**src/rtl/jse_pkg.sv**
```systemverilog
// Shared types and constants for the JSON string escaper.
`default_nettype none

package jse_pkg;

    // Width of the running output byte counter
    localparam int COUNT_WIDTH = 32;

    // Width of the reported byte total
    localparam int TOTAL_WIDTH = 32;

    // Depth of the descriptor queue between the front and the back
    localparam int QUEUE_DEPTH = 2;
    localparam int QUEUE_PTR_W = (QUEUE_DEPTH > 1) ? $clog2(QUEUE_DEPTH) : 1;
    localparam int QUEUE_CNT_W = $clog2(QUEUE_DEPTH + 1);

    // Input command codes
    localparam logic CMD_CHAR = 1'b0;
    localparam logic CMD_END  = 1'b1;

    // ASCII codes used by the front or the back
    localparam logic [7:0] CH_QUOTE  = 8'h22;
    localparam logic [7:0] CH_BSLASH = 8'h5C;
    localparam logic [7:0] CH_U      = 8'h75;
    localparam logic [7:0] CH_ZERO   = 8'h30;
    localparam logic [7:0] CH_B      = 8'h62;
    localparam logic [7:0] CH_F      = 8'h66;
    localparam logic [7:0] CH_N      = 8'h6E;
    localparam logic [7:0] CH_R      = 8'h72;
    localparam logic [7:0] CH_T      = 8'h74;

    // What the back has to emit for one item
    typedef enum logic [1:0] {
        KIND_PLAIN,   // one byte, passed through
        KIND_ESC2,    // backslash plus escape letter
        KIND_UNI,     // \u00xx form
        KIND_END      // closing quote with byte total
    } kind_t;

    // One classified item
    typedef struct packed {
        logic       open;   // opening quote goes first
        kind_t      kind;
        logic [7:0] data;   // plain byte, escape letter or raw control byte
    } desc_t;

endpackage

`default_nettype wire

```
**src/rtl/jse_front.sv**
```systemverilog
// Front end: classifies each input item and tracks whether a string is open.
`default_nettype none

module jse_front (
    input  wire logic           clk,
    input  wire logic           rst_n,
    input  wire logic           push,
    input  wire logic           command,
    input  wire logic [7:0]     char_byte,
    input  wire logic           q_full,
    output jse_pkg::desc_t      q_desc,
    output logic                q_push
);

    logic string_open_reg;
    logic string_open_next;
    logic accept;
    logic [7:0] esc_letter;
    logic       is_esc;

    assign accept = push && !q_full;

    // Two-byte escape lookup
    always_comb
    begin
        is_esc     = 1'b1;
        esc_letter = char_byte;
        case (char_byte)
            jse_pkg::CH_QUOTE:  esc_letter = jse_pkg::CH_QUOTE;
            jse_pkg::CH_BSLASH: esc_letter = jse_pkg::CH_BSLASH;
            8'h08:              esc_letter = jse_pkg::CH_B;
            8'h0C:              esc_letter = jse_pkg::CH_F;
            8'h0A:              esc_letter = jse_pkg::CH_N;
            8'h0D:              esc_letter = jse_pkg::CH_R;
            8'h09:              esc_letter = jse_pkg::CH_T;
            default:            is_esc = 1'b0;
        endcase
    end

    // Build the descriptor
    always_comb
    begin
        q_desc.open = !string_open_reg;
        q_desc.data = char_byte;
        if (command == jse_pkg::CMD_END)
        begin
            q_desc.kind = jse_pkg::KIND_END;
        end
        else if (is_esc)
        begin
            q_desc.kind = jse_pkg::KIND_ESC2;
            q_desc.data = esc_letter;
        end
        else if (char_byte < 8'd32)
        begin
            q_desc.kind = jse_pkg::KIND_UNI;
        end
        else
        begin
            q_desc.kind = jse_pkg::KIND_PLAIN;
        end
    end

    assign q_push = accept;

    // A character opens the string, the end command closes it
    assign string_open_next = accept ? (command == jse_pkg::CMD_CHAR) : string_open_reg;

    always_ff @(posedge clk or negedge rst_n)
    begin
        if (!rst_n)
        begin
            string_open_reg <= 1'b0;
        end
        else
        begin
            string_open_reg <= string_open_next;
        end
    end

endmodule

`default_nettype wire

```
**src/rtl/jse_queue.sv**
```systemverilog
// Short descriptor queue between the front and the back.
`default_nettype none

module jse_queue (
    input  wire logic           clk,
    input  wire logic           rst_n,
    input  wire logic           wr_en,
    input  wire jse_pkg::desc_t wr_desc,
    output logic                full,
    input  wire logic           rd_en,
    output jse_pkg::desc_t      rd_desc,
    output logic                rd_valid
);

    jse_pkg::desc_t entry_reg [jse_pkg::QUEUE_DEPTH];
    logic [jse_pkg::QUEUE_PTR_W-1:0] wr_ptr_reg, wr_ptr_next;
    logic [jse_pkg::QUEUE_PTR_W-1:0] rd_ptr_reg, rd_ptr_next;
    logic [jse_pkg::QUEUE_CNT_W-1:0] count_reg, count_next;
    logic do_wr, do_rd;

    localparam logic [jse_pkg::QUEUE_PTR_W-1:0] LastPtr =
        jse_pkg::QUEUE_PTR_W'(jse_pkg::QUEUE_DEPTH - 1);
    localparam logic [jse_pkg::QUEUE_CNT_W-1:0] FullCount =
        jse_pkg::QUEUE_CNT_W'(jse_pkg::QUEUE_DEPTH);

    assign full     = (count_reg == FullCount);
    assign rd_valid = (count_reg != '0);
    assign rd_desc  = entry_reg[rd_ptr_reg];
    assign do_wr    = wr_en && !full;
    assign do_rd    = rd_en && rd_valid;

    // Pointer and fill count update
    always_comb
    begin
        wr_ptr_next = wr_ptr_reg;
        rd_ptr_next = rd_ptr_reg;
        count_next  = count_reg;
        if (do_wr)
        begin
            wr_ptr_next = (wr_ptr_reg == LastPtr) ? '0 : wr_ptr_reg + 1'b1;
        end
        if (do_rd)
        begin
            rd_ptr_next = (rd_ptr_reg == LastPtr) ? '0 : rd_ptr_reg + 1'b1;
        end
        if (do_wr && !do_rd)
        begin
            count_next = count_reg + 1'b1;
        end
        else if (do_rd && !do_wr)
        begin
            count_next = count_reg - 1'b1;
        end
    end

    always_ff @(posedge clk or negedge rst_n)
    begin
        if (!rst_n)
        begin
            wr_ptr_reg <= '0;
            rd_ptr_reg <= '0;
            count_reg  <= '0;
        end
        else
        begin
            wr_ptr_reg <= wr_ptr_next;
            rd_ptr_reg <= rd_ptr_next;
            count_reg  <= count_next;
        end
    end

    // Entry storage
    always_ff @(posedge clk)
    begin
        if (do_wr)
        begin
            entry_reg[wr_ptr_reg] <= wr_desc;
        end
    end

endmodule

`default_nettype wire

```
**src/rtl/jse_back.sv**
```systemverilog
// Back end: expands descriptors into output bytes, counts them, holds the result register.
`default_nettype none

module jse_back (
    input  wire logic                       clk,
    input  wire logic                       rst_n,
    input  wire jse_pkg::desc_t             q_desc,
    input  wire logic                       q_valid,
    output logic                            q_pop,
    output logic                            empty,
    input  wire logic                       pop,
    output logic [7:0]                      out_byte,
    output logic                            last_of_run,
    output logic [jse_pkg::TOTAL_WIDTH-1:0] total_bytes
);

    localparam int ExtW = 65;
    localparam logic [jse_pkg::COUNT_WIDTH-1:0] CountMax = '1;
    localparam logic [ExtW-1:0] TotalMax = {{(ExtW - jse_pkg::TOTAL_WIDTH){1'b0}},
                                            {jse_pkg::TOTAL_WIDTH{1'b1}}};

    logic [2:0] idx_reg, idx_next;
    logic [jse_pkg::COUNT_WIDTH-1:0] cnt_reg, cnt_next, cnt_inc;
    logic out_valid_reg, out_valid_next;
    logic [7:0] out_byte_reg;
    logic       out_last_reg;
    logic [jse_pkg::TOTAL_WIDTH-1:0] out_total_reg;

    logic [2:0] base_len, run_len, seq_pos;
    logic       is_last, take, load;
    logic [7:0] sel_byte;
    logic [jse_pkg::TOTAL_WIDTH-1:0] sel_total;
    logic [ExtW-1:0] cnt_ext;

    function automatic logic [7:0] hex_digit(input logic [3:0] nib);
        if (nib < 4'd10)
        begin
            hex_digit = jse_pkg::CH_ZERO + {4'd0, nib};
        end
        else
        begin
            hex_digit = 8'h57 + {4'd0, nib};
        end
    endfunction

    assign take = pop && out_valid_reg;
    assign load = q_valid && (!out_valid_reg || take);

    // Run length and position inside the current item
    always_comb
    begin
        case (q_desc.kind)
            jse_pkg::KIND_PLAIN: base_len = 3'd1;
            jse_pkg::KIND_ESC2:  base_len = 3'd2;
            jse_pkg::KIND_UNI:   base_len = 3'd6;
            jse_pkg::KIND_END:   base_len = 3'd1;
            default:             base_len = 3'd1;
        endcase
        run_len = base_len + {2'd0, q_desc.open};
        seq_pos = idx_reg - {2'd0, q_desc.open};
        is_last = (idx_reg == run_len - 3'd1);
    end

    // Byte selection
    always_comb
    begin
        sel_byte = jse_pkg::CH_QUOTE;
        if (!(q_desc.open && idx_reg == 3'd0))
        begin
            case (q_desc.kind)
                jse_pkg::KIND_PLAIN: sel_byte = q_desc.data;
                jse_pkg::KIND_ESC2:
                    sel_byte = (seq_pos == 3'd0) ? jse_pkg::CH_BSLASH : q_desc.data;
                jse_pkg::KIND_UNI:
                begin
                    case (seq_pos)
                        3'd0:    sel_byte = jse_pkg::CH_BSLASH;
                        3'd1:    sel_byte = jse_pkg::CH_U;
                        3'd2:    sel_byte = jse_pkg::CH_ZERO;
                        3'd3:    sel_byte = jse_pkg::CH_ZERO;
                        3'd4:    sel_byte = hex_digit(q_desc.data[7:4]);
                        default: sel_byte = hex_digit(q_desc.data[3:0]);
                    endcase
                end
                jse_pkg::KIND_END:   sel_byte = jse_pkg::CH_QUOTE;
                default:             sel_byte = q_desc.data;
            endcase
        end
    end

    // Saturating counter and the reported total
    always_comb
    begin
        cnt_inc = (cnt_reg == CountMax) ? cnt_reg : cnt_reg + 1'b1;
        cnt_ext = {{(ExtW - jse_pkg::COUNT_WIDTH){1'b0}}, cnt_inc};
        if (q_desc.kind == jse_pkg::KIND_END && is_last)
        begin
            sel_total = (cnt_ext > TotalMax) ? '1 : cnt_ext[jse_pkg::TOTAL_WIDTH-1:0];
        end
        else
        begin
            sel_total = '0;
        end
    end

    // Sequencer and output register control
    always_comb
    begin
        idx_next       = idx_reg;
        cnt_next       = cnt_reg;
        out_valid_next = out_valid_reg;
        q_pop          = 1'b0;
        if (take)
        begin
            out_valid_next = 1'b0;
        end
        if (load)
        begin
            out_valid_next = 1'b1;
            if (is_last)
            begin
                idx_next = 3'd0;
                q_pop    = 1'b1;
            end
            else
            begin
                idx_next = idx_reg + 3'd1;
            end
            if (q_desc.kind == jse_pkg::KIND_END && is_last)
            begin
                cnt_next = '0;
            end
            else
            begin
                cnt_next = cnt_inc;
            end
        end
    end

    always_ff @(posedge clk or negedge rst_n)
    begin
        if (!rst_n)
        begin
            idx_reg       <= 3'd0;
            cnt_reg       <= '0;
            out_valid_reg <= 1'b0;
        end
        else
        begin
            idx_reg       <= idx_next;
            cnt_reg       <= cnt_next;
            out_valid_reg <= out_valid_next;
        end
    end

    // Result payload
    always_ff @(posedge clk)
    begin
        if (load)
        begin
            out_byte_reg  <= sel_byte;
            out_last_reg  <= is_last;
            out_total_reg <= sel_total;
        end
    end

    assign empty       = !out_valid_reg;
    assign out_byte    = out_byte_reg;
    assign last_of_run = out_last_reg;
    assign total_bytes = out_total_reg;

endmodule

`default_nettype wire

```
**src/rtl/json_string_escaper_top.sv**
```systemverilog
// Top level of the JSON string escaper: front, descriptor queue and back.
//
// Input side is a queue write port: an item (command, char_byte) transfers on
// a clock edge with push high and full low. Output side is a queue read port:
// while empty is low, out_byte, last_of_run and total_bytes show the oldest
// byte, which transfers on an edge with pop high.
// The first byte of an item passes through the descriptor queue and then the
// result register before it is visible. The back emits one byte per cycle while
// the receiver keeps popping; an item produces 1 byte for a plain byte, 2 for a
// two-byte escape, 6 for a \u00xx escape, 1 for the end command, plus 1 when the
// opening quote goes first. A two-entry descriptor queue lets the input keep
// taking items while a long escape is being expanded; full rises only when
// that queue is full.
// When the receiver stalls the result register holds, the queue fills and
// full rises; nothing is dropped.
// Reset (rst_n low, asynchronous) empties the queue and result register,
// clears the byte counter and closes any open string.
`default_nettype none

module json_string_escaper_top (
    input  wire logic        clk,
    input  wire logic        rst_n,
    input  wire logic        push,
    output logic             full,
    input  wire logic        command,
    input  wire logic [7:0]  char_byte,
    output logic             empty,
    input  wire logic        pop,
    output logic [7:0]       out_byte,
    output logic             last_of_run,
    output logic [31:0]      total_bytes
);

    jse_pkg::desc_t front_desc;
    jse_pkg::desc_t head_desc;
    logic front_push;
    logic q_full;
    logic head_valid;
    logic head_pop;

    assign full = q_full;

    jse_front u_front (
        .clk       (clk),
        .rst_n     (rst_n),
        .push      (push),
        .command   (command),
        .char_byte (char_byte),
        .q_full    (q_full),
        .q_desc    (front_desc),
        .q_push    (front_push)
    );

    jse_queue u_queue (
        .clk      (clk),
        .rst_n    (rst_n),
        .wr_en    (front_push),
        .wr_desc  (front_desc),
        .full     (q_full),
        .rd_en    (head_pop),
        .rd_desc  (head_desc),
        .rd_valid (head_valid)
    );

    jse_back u_back (
        .clk         (clk),
        .rst_n       (rst_n),
        .q_desc      (head_desc),
        .q_valid     (head_valid),
        .q_pop       (head_pop),
        .empty       (empty),
        .pop         (pop),
        .out_byte    (out_byte),
        .last_of_run (last_of_run),
        .total_bytes (total_bytes)
    );

endmodule

`default_nettype wire

```
**config.mk**
```make
export PLATFORM = sky130hd
export DESIGN_NAME = json_string_escaper_top
export DESIGN_NICKNAME = d
export VERILOG_FILES = /design/src/rtl/jse_pkg.sv /design/src/rtl/jse_front.sv /design/src/rtl/jse_queue.sv /design/src/rtl/jse_back.sv /design/src/rtl/json_string_escaper_top.sv
export SDC_FILE = /design/constraint.sdc
export NUM_CORES = 1
export LEC_CHECK = 0
export BUFFER_PORTS_ARGS = -buffer_cell sky130_fd_sc_hd__buf_2
export CORE_ASPECT_RATIO = 0.9
export CORE_MARGIN = 2
export CORE_UTILIZATION = 42
export DETAILED_ROUTE_END_ITERATION = 6
export PLACE_DENSITY = 0.65
export SETUP_SLACK_MARGIN = 0.4
export SYNTH_ARGS = -nofsm -noshare
export SYNTH_HDL_FRONTEND = slang
export SYNTH_SLANG_ARGS = --single-unit
```
**constraint.sdc**
```tcl
create_clock -name clk -period 7.55 [get_ports clk]
set_input_delay 0 -clock clk [delete_from_list [all_inputs] [get_ports clk]]
set_output_delay 0 -clock clk [all_outputs]
set_load 0.05 [all_outputs]
```
==> results_dict.tcl, run 1 <==
set metrics [dict create \
    synth_xor_area_share_pct 6.23 \
    synth.most_common_cell "edfxtp_1" \
    synthFlopType "edfxtp_1" \
    core-area_mm2 0.0134 \
    gr-usage-met1_pct 26.2 \
    period_needed_ps 3880 \
    cap_violations 0 \
    fillers 1225 \
    synth_edf_count 63 \
    area_growth_pct 12.4 \
    rr_endpoint "u_back.cnt_reg[4]" \
    min_to "u_queue.wr_ptr_reg" \
    dp_slack_ps 3630 \
    hold_viol_final 0 \
    leakage_nw 2.51 \
    cp_slowest_cell "dfrtp_1" \
    yosysSeqAreaShare_pct 50.6 \
    ys_seq_elements 104 \
    clock_sinks 104 \
    syn_area_per_cell_um2 10.2 \
    end_kind "flop" \
    ff2ff_setup_slack_ps 3670 \
    start_util_pct 43.1 \
    holdCritStartpoint "push" \
    power.density_mw_per_mm2 405 \
    cts_root_buf "clkbuf_16" \
    synth_top_area_share_pct 32.8 \
    antenna_found_initial 0 \
    syn_area_mm2 0.00577 \
    gp_congestion 0.824 \
    cts_tree "done" \
    synth_common_cells "edfxtp_1 (63), nor2_1 (56), nand2_1 (47)" \
    cp_cell_sequence "mux2i_1 > inv_1 > ha_1 > and3_1 > o211a_1 > a22oi_2 > buf_4 > nand2_1 > or3_1 > o21ai_0" \
    synth_mux_area_share_pct 3.26 \
    cp.depth 10 \
    synth-simple-area-share_pct 18.8 \
    vias 4381 \
    vias_per_cell 5.58 \
    globalRoute.totalOverflow 0 \
    grt_usage_pct 17.8 \
    die_y_um 115 \
    fin_ws_ps 3670 \
    synth-compound-area-share_pct 14.7 \
    r2r-start "u_queue.rd_ptr_reg" \
    rsz0062_at_grt "false" \
    finalSetupViolCount 0 \
    dr.pass1.iters 4 \
    slew_headroom_pct 33.4 \
    numCtsBuffers 9 \
    ctsResizeCount 0 \
    slew_violations 0 \
    crit_family "simple AND/OR/NAND/NOR gates" \
    portBuffers 55 \
    row_count 40 \
    crit_fanout 44 \
    hp-class "in -> reg" \
    synthCells 568 \
    post-route-drc-count 0 \
    die_width_um 128 \
    ys_types 67 \
    synth_top_family_by_area "simple AND/OR/NAND/NOR gates" \
    layout-drive-gt1-share_pct 15.2 \
    dieArea_mm2 0.0147 \
    min_path_cells 3 \
    busiest_layer "met2" \
    wire_per_inst_um 16.1 \
    drt-total-wl_um 12600 \
    grt_pass1_vias 4101 \
    drt_iter0_drc 366 \
    path_buf_inv 2 \
    skew_ps 8.01 \
    grt_max_degree 61 \
    ir_worst_vdd_v 0.000160 \
    drtAntennaViolNets 0 \
    diodes 0 \
    path_class "reg -> reg" \
    nets 637 \
    synth_nets 593 \
    grt_pass1_wl_um 20800 \
    htreeDepth 3 \
    cp.arrival_ps 4150 \
    synthAdderAreaFrac_pct 2.60 \
    synthTopCellsByArea "edfxtp_1 (33%), dfrtp_1 (18%), xnor2_1 (4.6%)" \
    async_flop_share_pct 39.4 \
    status "finished, final reports clean" \
    clkLatencyLatePin_ps 350 \
    crit_required_ps 7820 \
    dpl.hpwl_um 8630 \
    worstMarginPinSlew_ps 999 \
    fin_crit_sh_pct 51.4 \
    globalRouteMet2Util_pct 26.7 \
    clk_path_buf_depth 2 \
    num_io_pins 56 \
    reg2reg_depth 10 \
    yosys.area.top_type "edfxtp_1" \
    use_met3_pct 3.12 \
    critical_path.startpoint_type "flop" \
    cpPeakStageDelay_ps 760 \
    ys_warn_count 0 \
    finalSetupTns_ps 0 \
    max_freq_ghz 0.258 \
    clk_pin_slew_ps 70 \
]
## where the power goes
part / total, mW / switching, mW / internal, mW
combinational: 1.22 / 0.884 / 0.339
sequential: 0.950 / 0.121 / 0.830
clock: 0.449 / 0.206 / 0.243
total: 2.62 / 1.21 / 1.41
## through the flow
stage               total power [mW]  hold slack, ps  util (%)  cells  instance area (um^2)
CTS                             2.63            17.9      48.5    785                  6480
detailed placement              2.18             226      46.1    765                  6160
global route                    2.77            50.1      48.5    785                  6480
global placement                2.15             211      46.1    765                  6160
floorplan                       1.87            -296         -    568                  5770
finish                          2.62            24.6      48.5    785                  6480
## worst reg2reg max path: stages, from the launching register on
cell and delay (ps):
dfrtp_1 760, mux2i_1 380, inv_1 110, ha_1 290, and3_1 240, o211a_1 250
a22oi_2 170, buf_4 420, nand2_1 580, or3_1 540, o21ai_0 80
## worst max-delay path by stage
| stage | start | to | slack [ps] |
|---|---|---|---|
| after floorplan | u_queue.rd_ptr_reg | u_back.cnt_reg[13] | 4570 |
| after global placement | u_queue.rd_ptr_reg | u_back.cnt_reg[13] | 3790 |
| after global routing | u_queue.rd_ptr_reg | u_back.cnt_reg[23] | 3310 |
| final | u_queue.rd_ptr_reg | u_back.cnt_reg[4] | 3670 |
| after detailed placement | u_queue.rd_ptr_reg | u_back.cnt_reg[19] | 3630 |
| after CTS | u_queue.rd_ptr_reg | u_back.cnt_reg[13] | 3620 |
## layout by cell type (no fill, tap or decap), types with 6 or more instances in the layout
| cell | synthesis | layout |
|---|---|---|
| a21oi_1 | 27 | 27 |
| a31oi_1 | 9 | 9 |
| and3_1 | 10 | 10 |
| buf_2 | 9 | 55 |
| clkbuf_16 | 0 | 9 |
| dfrtp_1 | 41 | 41 |
| edfxtp_1 | 63 | 63 |
| ha_1 | 12 | 12 |
| inv_1 | 25 | 24 |
| mux2i_1 | 14 | 14 |
| nand2_1 | 47 | 47 |
| nand2b_1 | 9 | 9 |
| nand3_1 | 24 | 24 |
| nand4_1 | 12 | 12 |
| nor2_1 | 56 | 56 |
| nor2b_1 | 6 | 6 |
| nor3_1 | 7 | 7 |
| o21ai_0 | 42 | 42 |
| o21ai_1 | 6 | 6 |
| o31ai_1 | 10 | 10 |
| or3_1 | 11 | 11 |
| xnor2_1 | 30 | 30 |
| xor2_1 | 11 | 11 |
## cell type report
class	instances	area, um^2	share of cell area (%)
multi-input cells	409	2630	40.6
clock buffers	12	256	3.96
clock inverters	4	27.5	0.425
repair buffers	63	345	5.33
inverters	25	93.8	1.45
well taps	168	210	3.24
flip-flops and latches	104	2920	45.0
## repair_timing
action                                 CTS  global route
endpoints found under the hold margin   45             0
hold buffers                             4             0
buffers inserted                         0             0
## per-layer routing
layer,routed length (um),vias up
li1,-,2157
met1,6200,2064
met2,5550,145
met3,713,15
met4,182,0
met5,0,-
## cells by family (layout without fill, tap and decap cells)
logic type | after synthesis | after routing
compound gates | 133 | 133
xor+xnor | 41 | 41
simple gates | 205 | 205
buf+inv | 55 | 104
mux | 18 | 18
flops | 104 | 104
fa+ha+maj | 12 | 12
Note: power is estimated with default switching activity, not from simulation.
==> run 2: changes to the inputs <==
==> constraint.sdc (replaced) <==
create_clock -name clk -period 3.6 [get_ports clk]
set_input_delay 0 -clock clk [delete_from_list [all_inputs] [get_ports clk]]
set_output_delay 0 -clock clk [all_outputs]
set_load 0.05 [all_outputs]
==> run 2 against run 1 <==
Cell area rose by 0.50%. Die area is the same. Hold slack better by 14 ps.
==> results_dict.tcl, run 2 (synthesis gave the netlist of run 1 again) <==
set metrics [dict create \
    status "finished, final reports clean" \
    globalRoute.totalOverflow 0 \
    crit_required_ps 3700 \
    antenna_found_initial 0 \
    power_frac_comb_pct 46.7 \
    dieArea_mm2 0.0147 \
    clk_pin_slew_ps 70 \
    leakage_nw 2.51 \
    die_y_um 115 \
    holdCritStartpoint "char_byte[5]" \
    cp_slowest_cell "nand3_1" \
    ir_worst_vdd_v 0.000400 \
    period_needed_ps 2890 \
    row_count 40 \
    grt_pass1_vias 4184 \
    layout_commonest_cell "edfxtp_1" \
    critical_path.startpoint_type "flop" \
    core-area_mm2 0.0134 \
    wire_per_inst_um 16.1 \
    grt_pass1_wl_um 20900 \
    clock_sinks 104 \
    finalSetupViolCount 0 \
    stdcell_area_mm2 0.00651 \
    p_sw_share_pct 45.9 \
    cp.arrival_ps 2990 \
    worstMarginPinSlew_ps 963 \
    max_freq_ghz 0.346 \
    p_seq_share_pct 35.4 \
    drtAntennaViolNets 0 \
    htreeDepth 3 \
    fin_crit_sh_pct 80.3 \
    post-route-drc-count 0 \
    power.density_mw_per_mm2 854 \
    rsz0062_at_grt "false" \
    area_growth_pct 13.0 \
    end_kind "flop" \
    hold_viol_final 0 \
    placed_area_mm2 0.00617 \
    fin_ws_ps 709 \
    layout-drive-gt1-share_pct 15.3 \
    cap_violations 0 \
    grt_max_degree 44 \
    skew_ps 6.76 \
    slew_headroom_pct 35.8 \
    nets 640 \
    clkLatencyLatePin_ps 360 \
    die_width_um 128 \
    cp-startpoint "u_back.cnt_reg[0]" \
    dr.pass1.iters 5 \
    finalSetupTns_ps 0 \
    start_util_pct 43.1 \
    drt_iter0_drc 326 \
    drt-total-wl_um 12700 \
    cts_root_buf "clkbuf_16" \
    cp_cell_sequence "ha_1 > nand2_1 > nor3_1 > nand3_1 > nor3b_2 > xnor2_1 > nor2_1" \
    num_io_pins 56 \
    cts_tree "done" \
    hp-class "in -> reg" \
    portBuffers 55 \
    gp_congestion 0.881 \
    dp_slack_ps 590 \
    numCtsBuffers 9 \
    cpPeakStageDelay_ps 660 \
    final_cell_mix "edfxtp_1 (63), nor2_1 (56), buf_2 (55), nand2_1 (47), o21ai_0 (42)" \
    dpl.hpwl_um 8630 \
    diodes 0 \
    grt_usage_pct 17.9 \
    p_switching_mw 2.55 \
    crit_fanout 15 \
    path_class "reg -> reg" \
    vias_per_cell 5.70 \
    power_mw 5.56 \
    r2r-start "u_back.cnt_reg[0]" \
    clk_path_buf_depth 2 \
    internal_power_mw 3.01 \
    clkPwrFrac_pct 17.9 \
    finalHoldWorstSlack_ps 38.4 \
    vias 4494 \
    slew_violations 0 \
]
[run 2: cell types whose count changed in the layout (fill, tap and decap cells not counted), sizes merged]
cell / change
clkinv: -3
dlygate4sd3: +1
bufinv: +1
buf: +2
clkinvlp: +2
[run 2: area by class of cell]
cell class	instances	area [um^2]
clock buffer	12	236
clock inverter	4	53.8
fill	1218	6850
inverter	25	93.8
multi-input combinational	409	2630
sequential	104	2920
tap	168	210
timing repair buffer	66	370
[run 2: path summary, 6_finish.rpt]
check	to	slack, ps	cells past startpoint
max	u_back.total_bytes[27]	710	7
min	u_queue.entry_reg[0][5]	40	2
max reg2reg	u_back.total_bytes[27]	710	7
min reg2reg	u_front.string_open_reg	490	2
max in group asynchronous	u_back.cnt_reg[31]	2670	2
min in group asynchronous	u_back.cnt_reg[19]	320	2
[run 2: critical path, delay by kind of cell, from the launching register on]
| kind | cells | cell delay, ps |
|---|---|---|
| and+or+nand+nor | 5 | 1790 |
| xor gates and xnor gates | 1 | 160 |
| DFF | 1 | 430 |
| adders and majority gates | 1 | 230 |
[run 2: metrics by stage]
stage	std cells	util [%]
finish	788	48.7
global route	788	48.7
CTS	788	48.7
detailed placement	767	46.2
global placement	767	46.2
floorplan	568	-
[run 2: power by group through the flow]
stage	logic, mW	clock network [mW]	registers, mW
floorplan	1.36	0	2.57
global placement	2.57	0	1.98
detailed placement	2.58	0	1.99
CTS	2.59	1.00	1.97
global route	2.81	1.05	2.02
finish	2.60	0.993	1.97
[run 2: repair_timing]
action,in CTS,in global routing
setup buffers,0,0
resized for setup,0,1
setup endpoints to repair,0,1
hold buffers,5,0
endpoints found under the hold margin,46,0
[run 2: per-layer routing]
metal / GRT usage, % / wire length [um] / vias up
li1: - / - / 2166
met1: 27.1 / 6290 / 2151
met3: 3.30 / 752 / 23
met4: 8.13 / 287 / 0
met5: 0 / 0 / -
met2: 25.0 / 5400 / 154
